**src/hw/rtl/bertlv_pkg.sv**
```systemverilog
// Shared types and constants for the BER-TLV stream decoder.
// No dependencies.
package bertlv_pkg;

    localparam int DEF_MAX_DEPTH = 8;

    // parser phases
    typedef enum logic [2:0] {
        PH_TAG   = 3'd0,
        PH_TAG2  = 3'd1,
        PH_LEN   = 3'd2,
        PH_LONG  = 3'd3,
        PH_VALUE = 3'd4
    } phase_t;

    // event kinds
    localparam logic [1:0] KIND_HEADER = 2'd0;
    localparam logic [1:0] KIND_VALUE  = 2'd1;
    localparam logic [1:0] KIND_END    = 2'd2;
    localparam logic [1:0] KIND_NONE   = 2'd3;

    // error codes
    localparam logic [2:0] ERR_NONE    = 3'd0;
    localparam logic [2:0] ERR_END     = 3'd1;
    localparam logic [2:0] ERR_TAGLEN  = 3'd2;
    localparam logic [2:0] ERR_BADLEN  = 3'd3;
    localparam logic [2:0] ERR_LONGLEN = 3'd4;
    localparam logic [2:0] ERR_DEEP    = 3'd5;

    // register map
    localparam logic [2:0] ADDR_BUFLEN = 3'd0;

    // one result
    typedef struct packed {
        logic [1:0]  event_kind;
        logic [15:0] tag;
        logic [15:0] elem_length;
        logic [3:0]  depth;
        logic        constructed;
        logic [7:0]  value_byte;
        logic        buffer_end;
        logic [2:0]  error_code;
    } event_t;

endpackage

```
**src/hw/rtl/ber_tlv_stream_decoder.sv**
```systemverilog
// Top level of the BER-TLV stream decoder: register port, parser, event queue.
// Depends on bertlv_pkg, bertlv_front, bertlv_queue.
//
//  channel  | handshake            | payload
//  ---------+----------------------+--------------------------------------------
//  input    | in_valid / in_ready  | data_byte
//  output   | out_valid / out_ready| event_kind tag elem_length depth ...
//  register | psel penable pwrite  | paddr pwdata prdata (buffer_length at 0)
//
// One byte per cycle while in_ready is high; the parser finishes each byte in the cycle it is taken.
// Events pass a two-entry queue, so each event is registered in a queue slot before it reaches the port.
// in_ready drops only while the queue holds two events not yet taken.
// Reset or a write of buffer_length restarts parsing and clears the error.
module ber_tlv_stream_decoder #(
    parameter int MAX_DEPTH = bertlv_pkg::DEF_MAX_DEPTH
) (
    input  logic        clk,
    input  logic        rst_n,
    input  logic        psel,
    input  logic        penable,
    input  logic        pwrite,
    input  logic [2:0]  paddr,
    input  logic [31:0] pwdata,
    output logic [31:0] prdata,
    output logic        pready,
    input  logic        in_valid,
    output logic        in_ready,
    input  logic [7:0]  data_byte,
    output logic        out_valid,
    input  logic        out_ready,
    output logic [1:0]  event_kind,
    output logic [15:0] tag,
    output logic [15:0] elem_length,
    output logic [3:0]  depth,
    output logic        constructed,
    output logic [7:0]  value_byte,
    output logic        buffer_end,
    output logic [2:0]  error_code
);
    import bertlv_pkg::*;

    logic [15:0] blen_reg, blen_next;
    logic        wr_en;
    logic        clear;
    logic        full;
    logic        push;
    event_t      push_event;
    event_t      out_event;

    // register port
    assign pready = 1'b1;
    assign wr_en  = psel && penable && pwrite;
    assign clear  = wr_en && (paddr == ADDR_BUFLEN);
    assign prdata = (paddr == ADDR_BUFLEN) ? {16'd0, blen_reg} : 32'd0;

    always_comb
    begin
        blen_next = clear ? pwdata[15:0] : blen_reg;
    end

    always_ff @(posedge clk or negedge rst_n)
    begin
        if (!rst_n)
            blen_reg <= '0;
        else
            blen_reg <= blen_next;
    end

    assign in_ready = !full;

    bertlv_front #(
        .MAX_DEPTH (MAX_DEPTH)
    ) u_front (
        .clk        (clk),
        .rst_n      (rst_n),
        .clear      (clear),
        .buf_len    (blen_reg),
        .accept     (in_valid && in_ready),
        .data_byte  (data_byte),
        .push       (push),
        .push_event (push_event)
    );

    bertlv_queue u_queue (
        .clk        (clk),
        .rst_n      (rst_n),
        .push       (push),
        .push_event (push_event),
        .full       (full),
        .out_valid  (out_valid),
        .out_ready  (out_ready),
        .out_event  (out_event)
    );

    // result fields
    assign event_kind   = out_event.event_kind;
    assign tag          = out_event.tag;
    assign elem_length  = out_event.elem_length;
    assign depth        = out_event.depth;
    assign constructed  = out_event.constructed;
    assign value_byte   = out_event.value_byte;
    assign buffer_end   = out_event.buffer_end;
    assign error_code   = out_event.error_code;

endmodule

```
**src/hw/rtl/bertlv_front.sv**
```systemverilog
// Front end: accepts bytes and runs the TLV parser, one byte per cycle while accept is high.
// Depends on bertlv_pkg; pushes finished events into bertlv_queue.
module bertlv_front #(
    parameter int MAX_DEPTH = bertlv_pkg::DEF_MAX_DEPTH
) (
    input  logic                clk,
    input  logic                rst_n,
    input  logic                clear,
    input  logic [15:0]         buf_len,
    input  logic                accept,
    input  logic [7:0]          data_byte,
    output logic                push,
    output bertlv_pkg::event_t  push_event
);
    import bertlv_pkg::*;

    localparam int DW = $clog2(MAX_DEPTH + 1);
    localparam int SW = (MAX_DEPTH > 1) ? $clog2(MAX_DEPTH) : 1;

    logic [15:0]   pos_reg, pos_next;
    phase_t        phase_reg, phase_next;
    logic [15:0]   tag_reg, tag_next;
    logic [15:0]   len_reg, len_next;
    logic [6:0]    left_reg, left_next;
    logic [2:0]    eerr_reg, eerr_next;
    logic [2:0]    ferr_reg, ferr_next;
    logic [15:0]   pend_reg, pend_next;
    logic [DW-1:0] depth_reg, depth_next;
    logic [15:0]   stack_mem [MAX_DEPTH];

    logic          stk_we;
    logic [SW-1:0] stk_idx;
    logic [15:0]   stk_val;
    logic          emit;
    event_t        ev;

    // parser step for the current byte
    always_comb
    begin
        logic [MAX_DEPTH-1:0] alive;
        logic [DW-1:0] nd;
        logic [DW-1:0] ndm1;
        logic [15:0] e;
        logic [15:0] q;
        logic [15:0] room;
        logic [7:0]  lead;
        logic        done;
        logic        cons;
        logic [1:0]  kind;
        logic [7:0]  obyte;
        pos_next   = pos_reg;
        phase_next = phase_reg;
        tag_next   = tag_reg;
        len_next   = len_reg;
        left_next  = left_reg;
        eerr_next  = eerr_reg;
        ferr_next  = ferr_reg;
        pend_next  = pend_reg;
        depth_next = depth_reg;
        stk_we     = 1'b0;
        stk_idx    = '0;
        stk_val    = '0;
        emit       = 1'b0;
        ev         = '0;
        done       = 1'b0;
        cons       = 1'b0;
        kind       = KIND_NONE;
        obyte      = 8'd0;
        lead       = 8'd0;
        room       = 16'd0;

        // close levels whose end is reached; stack ends never grow inward
        for (int i = 0; i < MAX_DEPTH; i++)
        begin
            alive[i] = (DW'(i) < depth_reg) && (stack_mem[i] > pos_reg);
        end
        nd   = DW'($countones(alive));
        ndm1 = nd - DW'(1);
        e    = (nd != '0) ? stack_mem[ndm1[SW-1:0]] : buf_len;
        q    = pos_reg + 16'd1;

        if (accept && (pos_reg < buf_len))
        begin
            pos_next   = q;
            depth_next = nd;

            unique case (phase_reg)
                PH_TAG:
                begin
                    if (data_byte != 8'd0)
                    begin
                        tag_next   = {8'd0, data_byte};
                        eerr_next  = ERR_NONE;
                        len_next   = 16'd0;
                        left_next  = 7'd0;
                        phase_next = (data_byte[4:0] == 5'h1F) ? PH_TAG2 : PH_LEN;
                    end
                end
                PH_TAG2:
                begin
                    tag_next = {tag_reg[7:0], data_byte};
                    if (data_byte[7] && ferr_next == ERR_NONE)
                        ferr_next = ERR_TAGLEN;
                    phase_next = PH_LEN;
                end
                PH_LEN:
                begin
                    if (!data_byte[7])
                    begin
                        len_next = {9'd0, data_byte[6:0]};
                        done     = 1'b1;
                    end
                    else
                    begin
                        if (data_byte == 8'h80 || data_byte == 8'hFF)
                            eerr_next = ERR_BADLEN;
                        left_next = data_byte[6:0];
                        if (data_byte[6:0] > 7'd2)
                            eerr_next = ERR_LONGLEN;
                        len_next = 16'd0;
                        if (data_byte[6:0] == 7'd0)
                            done = 1'b1;
                        else
                            phase_next = PH_LONG;
                    end
                end
                PH_LONG:
                begin
                    len_next  = {len_reg[7:0], data_byte};
                    left_next = left_reg - 7'd1;
                    if (left_next == 7'd0)
                        done = 1'b1;
                end
                PH_VALUE:
                begin
                    kind  = KIND_VALUE;
                    obyte = data_byte;
                    if (q >= pend_reg)
                        phase_next = PH_TAG;
                end
                default:
                begin
                    phase_next = PH_TAG;
                end
            endcase

            // enclosing end reached inside a header
            if (!done && (phase_next == PH_TAG2 || phase_next == PH_LEN ||
                          phase_next == PH_LONG) && q >= e)
            begin
                eerr_next = ERR_END;
                len_next  = 16'd0;
                done      = 1'b1;
            end

            // header complete
            if (done)
            begin
                if (eerr_next != ERR_NONE && ferr_next == ERR_NONE)
                    ferr_next = eerr_next;
                eerr_next = ERR_NONE;
                if (q > e)
                    e = q;
                room = e - q;
                if (len_next > room)
                begin
                    if (ferr_next == ERR_NONE)
                        ferr_next = ERR_END;
                    len_next = room;
                end
                lead = (tag_next > 16'h00FF) ? tag_next[15:8] : tag_next[7:0];
                cons = lead[5];
                kind = KIND_HEADER;
                phase_next = PH_TAG;
                if (cons && (nd < DW'(MAX_DEPTH)))
                begin
                    stk_we     = 1'b1;
                    stk_idx    = nd[SW-1:0];
                    stk_val    = q + len_next;
                    depth_next = nd + DW'(1);
                end
                else
                begin
                    if (cons && ferr_next == ERR_NONE)
                        ferr_next = ERR_DEEP;
                    if (len_next != 16'd0)
                    begin
                        pend_next  = q + len_next;
                        phase_next = PH_VALUE;
                    end
                end
            end

            // final byte with no other event gives an end marker
            if (kind == KIND_NONE && q == buf_len)
                kind = KIND_END;

            emit = (kind != KIND_NONE);
            ev.event_kind   = kind;
            ev.tag          = (kind == KIND_HEADER) ? tag_next : 16'd0;
            ev.elem_length  = (kind == KIND_HEADER) ? len_next : 16'd0;
            ev.depth        = 4'(nd);
            ev.constructed  = (kind == KIND_HEADER) ? cons : 1'b0;
            ev.value_byte   = obyte;
            ev.buffer_end   = (q == buf_len);
            ev.error_code   = ferr_next;
        end
    end

    assign push       = emit;
    assign push_event = ev;

    // parser state
    always_ff @(posedge clk or negedge rst_n)
    begin
        if (!rst_n)
        begin
            pos_reg   <= '0;
            phase_reg <= PH_TAG;
            tag_reg   <= '0;
            len_reg   <= '0;
            left_reg  <= '0;
            eerr_reg  <= ERR_NONE;
            ferr_reg  <= ERR_NONE;
            pend_reg  <= '0;
            depth_reg <= '0;
        end
        else if (clear)
        begin
            pos_reg   <= '0;
            phase_reg <= PH_TAG;
            tag_reg   <= '0;
            len_reg   <= '0;
            left_reg  <= '0;
            eerr_reg  <= ERR_NONE;
            ferr_reg  <= ERR_NONE;
            pend_reg  <= '0;
            depth_reg <= '0;
        end
        else
        begin
            pos_reg   <= pos_next;
            phase_reg <= phase_next;
            tag_reg   <= tag_next;
            len_reg   <= len_next;
            left_reg  <= left_next;
            eerr_reg  <= eerr_next;
            ferr_reg  <= ferr_next;
            pend_reg  <= pend_next;
            depth_reg <= depth_next;
        end
    end

    // end-position stack, entries above the depth are never read
    always_ff @(posedge clk)
    begin
        if (stk_we)
            stack_mem[stk_idx] <= stk_val;
    end

endmodule

```
**src/hw/rtl/bertlv_queue.sv**
```systemverilog
// Back end: two-entry event queue between parser and output port.
// Depends on bertlv_pkg.
module bertlv_queue (
    input  logic                clk,
    input  logic                rst_n,
    input  logic                push,
    input  bertlv_pkg::event_t  push_event,
    output logic                full,
    output logic                out_valid,
    input  logic                out_ready,
    output bertlv_pkg::event_t  out_event
);
    import bertlv_pkg::*;

    event_t     slot_mem [2];
    logic       wr_reg, wr_next;
    logic       rd_reg, rd_next;
    logic [1:0] cnt_reg, cnt_next;
    logic       pop;

    assign pop       = out_valid && out_ready;
    assign out_valid = (cnt_reg != 2'd0);
    assign full      = (cnt_reg == 2'd2);
    assign out_event = slot_mem[rd_reg];

    // pointer and count update
    always_comb
    begin
        wr_next  = push ? ~wr_reg : wr_reg;
        rd_next  = pop ? ~rd_reg : rd_reg;
        cnt_next = cnt_reg + {1'b0, push} - {1'b0, pop};
    end

    always_ff @(posedge clk or negedge rst_n)
    begin
        if (!rst_n)
        begin
            wr_reg  <= 1'b0;
            rd_reg  <= 1'b0;
            cnt_reg <= 2'd0;
        end
        else
        begin
            wr_reg  <= wr_next;
            rd_reg  <= rd_next;
            cnt_reg <= cnt_next;
        end
    end

    // storage
    always_ff @(posedge clk)
    begin
        if (push)
            slot_mem[wr_reg] <= push_event;
    end

endmodule

```
**config.mk**
```make
export PLATFORM = sky130hd
export DESIGN_NAME = ber_tlv_stream_decoder
export DESIGN_NICKNAME = d
export VERILOG_FILES = /design/src/hw/rtl/bertlv_pkg.sv /design/src/hw/rtl/ber_tlv_stream_decoder.sv /design/src/hw/rtl/bertlv_front.sv /design/src/hw/rtl/bertlv_queue.sv
export SDC_FILE = /design/constraint.sdc
export NUM_CORES = 1
export LEC_CHECK = 0
export ABC_AREA = 1
export CAP_MARGIN = 30
export CORE_MARGIN = 5
export CORE_UTILIZATION = 45
export CTS_CLUSTER_DIAMETER = 120
export DETAILED_ROUTE_END_ITERATION = 16
export DONT_BUFFER_PORTS = 1
export PLACE_DENSITY = 0.71
export SLEW_MARGIN = 20
export SYNTH_ARGS = -nofsm -noshare
export SYNTH_HDL_FRONTEND = slang
export SYNTH_SLANG_ARGS = --single-unit
```
**constraint.sdc**
```tcl
create_clock -name clk -period 13.4 [get_ports clk]
set_clock_uncertainty 0.1 [all_clocks]
set_input_delay 1.34 -clock clk [delete_from_list [all_inputs] [get_ports clk]]
set_output_delay 1.34 -clock clk [all_outputs]
set_load 0.02 [all_outputs]
```
==> impl_metrics.tcl <==
set metrics [dict create \
    core_area_um2 48800 \
    crit_path_frequent_cell "nand2_1" \
    r2r_slack_ps 900 \
    remaining_drc_errors 0 \
    grt_pass1_vias 18105 \
    dieArea_um2 53800 \
    grt_max_degree 105 \
    end_kind "flop" \
    hold_viol 0 \
    layout_commonest_cell "nand2_1" \
    ys_types 63 \
    initial_core_util_pct 45.3 \
    globalRouteOverflowTotal 0 \
    portBuffers 0 \
    setup_violations 0 \
    dp_hpwl_um 48900 \
    tightest_slew_ps 908 \
    finalMaxSlewViolations 0 \
    num_rows 81 \
    worstPathArrival_ps 12690 \
    reg_top3 "u_front.stack_mem: 128 flops, u_queue.slot_mem: 102 flops" \
    antenna_found_initial 0 \
    clk_latency_ps 560 \
    firstDrtPassIters 6 \
    cpMaxStageDelayCell "fa_1" \
    layout-area-overhead-vs-synth_pct 11.3 \
    synth_seq_cells 334 \
    critPathKind "flop to flop" \
    final_cell_mix "nand2_1, inv_1, ha_1, edfxtp_1, nor2_1" \
    fin_crit_ps 12500 \
    fin_nets 2907 \
    grt_pass1_wl_um 99300 \
    synth-edff-count 230 \
    clkTransAtPathRegs_ps 60 \
    largest_register_ffs 128 \
    worst_slew_margin_rel_pct 38.9 \
    hold_path.class "input pin to asynchronous set/reset pin" \
    cts_htree_levels 2 \
    async_flop_share_pct 31.1 \
    io_pins 136 \
    cp.required_ps 13590 \
    rsz0062_at_grt "no" \
    cap_violations 0 \
    syn-cell-area_um2 22200 \
    regMostFlops "u_front.stack_mem" \
    start_kind "flop" \
    r2r_cells 63 \
    cts_buffers 39 \
    drt_iter0_markers 1764 \
    fp.dieH_um 232 \
    slowest_delay_ps 520 \
    synth_cells 2570 \
    synth_area_per_cell_um2 8.62 \
    cts_root_buf "clkbuf_16" \
    ctsHoldBuffers 0 \
    wl_um 64200 \
    track_usage_pct 23.3 \
    status "finished clean" \
    dp.cells 3236 \
    vias 18631 \
    yosysWarnings 0 \
    fp.dieW_um 232 \
    cts_tree "done" \
    viasPerCell 5.63 \
    ctsLongestPathBuffers 3 \
    r2r_start "u_front.pos_reg[3]$_DFFE_PN0N_" \
    clock-sinks 334 \
    tns_ps 0 \
    wl_per_cell_um 19.4 \
    drive_gt1_share_pct 10.1 \
    r2r-end "u_front.stack_mem[0][14]$_DFFE_PP_" \
    final_cells 3309 \
    crit_fanout 24 \
    max_freq_ghz 0.0800 \
    ant_nets 0 \
    ys_dominant_reg_cell "edfxtp_1" \
    diodes 0 \
    yosysSeqAreaShare_pct 42.9 \
    period_share_pct 93.3 \
    routabilityCongestion 0.976 \
]
-- metrics by stage --
stage | util [%] | hold WS, ps | instance area [um^2] | setup slack (ps)
global placement | 47.5 | 370 | 23200 | 839
floorplan | - | 353 | 22200 | 2680
CTS | 50.3 | 365 | 24600 | 593
detailed placement | 47.6 | 378 | 23300 | 661
global route | 50.5 | 366 | 24600 | 155
finish | 50.5 | 386 | 24600 | 904
-- layer usage --
metal | vias to the layer above | share of wire (%) | global-route usage [%]
met5 | - | 0 | 0
met4 | 0 | 3.3 | 8.03
met3 | 127 | 7.3 | 3.57
met2 | 713 | 45 | 37.6
met1 | 8888 | 44 | 32.1
li1 | 8903 | - | -
-- logic make-up after synthesis --
kind of cell,count (synthesis),synth area share (%)
DFF,334,42.9
adders and majority gates,242,13.9
AOI/OAI and AO/OA,457,12.4
buffers and inverters,403,7.40
other,2,0.0339
xor gates and xnor gates,42,1.76
and+or+nand+nor,1090,21.6
-- worst max path at each step --
stage	startpoint	to	slack, ps
finish	u_front.pos_reg[3]$_DFFE_PN0N_	u_front.stack_mem[0][14]$_DFFE_PP_	900
detailed placement	u_front.pos_reg[1]$_DFFE_PN0N_	u_front.stack_mem[1][15]$_DFFE_PP_	660
global route	u_front.pos_reg[15]$_DFFE_PN0N_	u_front.stack_mem[0][14]$_DFFE_PP_	160
CTS	u_front.pos_reg[1]$_DFFE_PN0N_	u_front.stack_mem[4][12]$_DFFE_PP_	590
global placement	u_front.pos_reg[1]$_DFFE_PN0N_	u_front.stack_mem[1][12]$_DFFE_PP_	840
floorplan	u_front.pos_reg[3]$_DFFE_PN0N_	u_front.stack_mem[0][12]$_DFFE_PP_	2680
-- area by class of cell --
cell class | count | area, um^2
Clock inverter | 24 | 245
Fill cell | 4515 | 24200
Inverter | 305 | 1150
Sequential cell | 334 | 9510
Multi-Input combinational cell | 1848 | 11100
Timing Repair Buffer | 87 | 702
Tap cell | 664 | 831
Clock buffer | 47 | 1080
-- synthesized netlist by cell type, drive strengths merged, types with 10 or more instances --
library cell  instances  area (um^2)
o21ai               150          785
edfxtp              230         6910
a32o                 16          160
nand3               147          848
buf                  41          280
nand4                46          288
inv                 301         1130
dfrtp               104         2600
xor2                 32          288
o22ai                72          450
clkbuf               57          214
nor3                 43          215
ha                  236         2950
a211oi               10         75.1
a31oi                20          125
a21oi               132          672
nor2                169          714
nand2               671         2630
a221oi               12          105
-- critical path: cells and delay by family (launching register included) --
family / cells / cell delay, ps
simple gates: 17 / 1980
fa+ha+maj: 11 / 3790
buf+inv: 13 / 1910
flops: 1 / 450
xor+xnor: 1 / 300
compound gates: 21 / 3680
-- repair_timing --
action	4_1_cts	5_1_grt
endpoints found under the setup margin	0	68
setup buffers	0	2
resized for setup	0	15
Power is left out: the tool's default activity adds up to more than one toggle a clock period on the data nets, which glitch-free logic cannot reach.
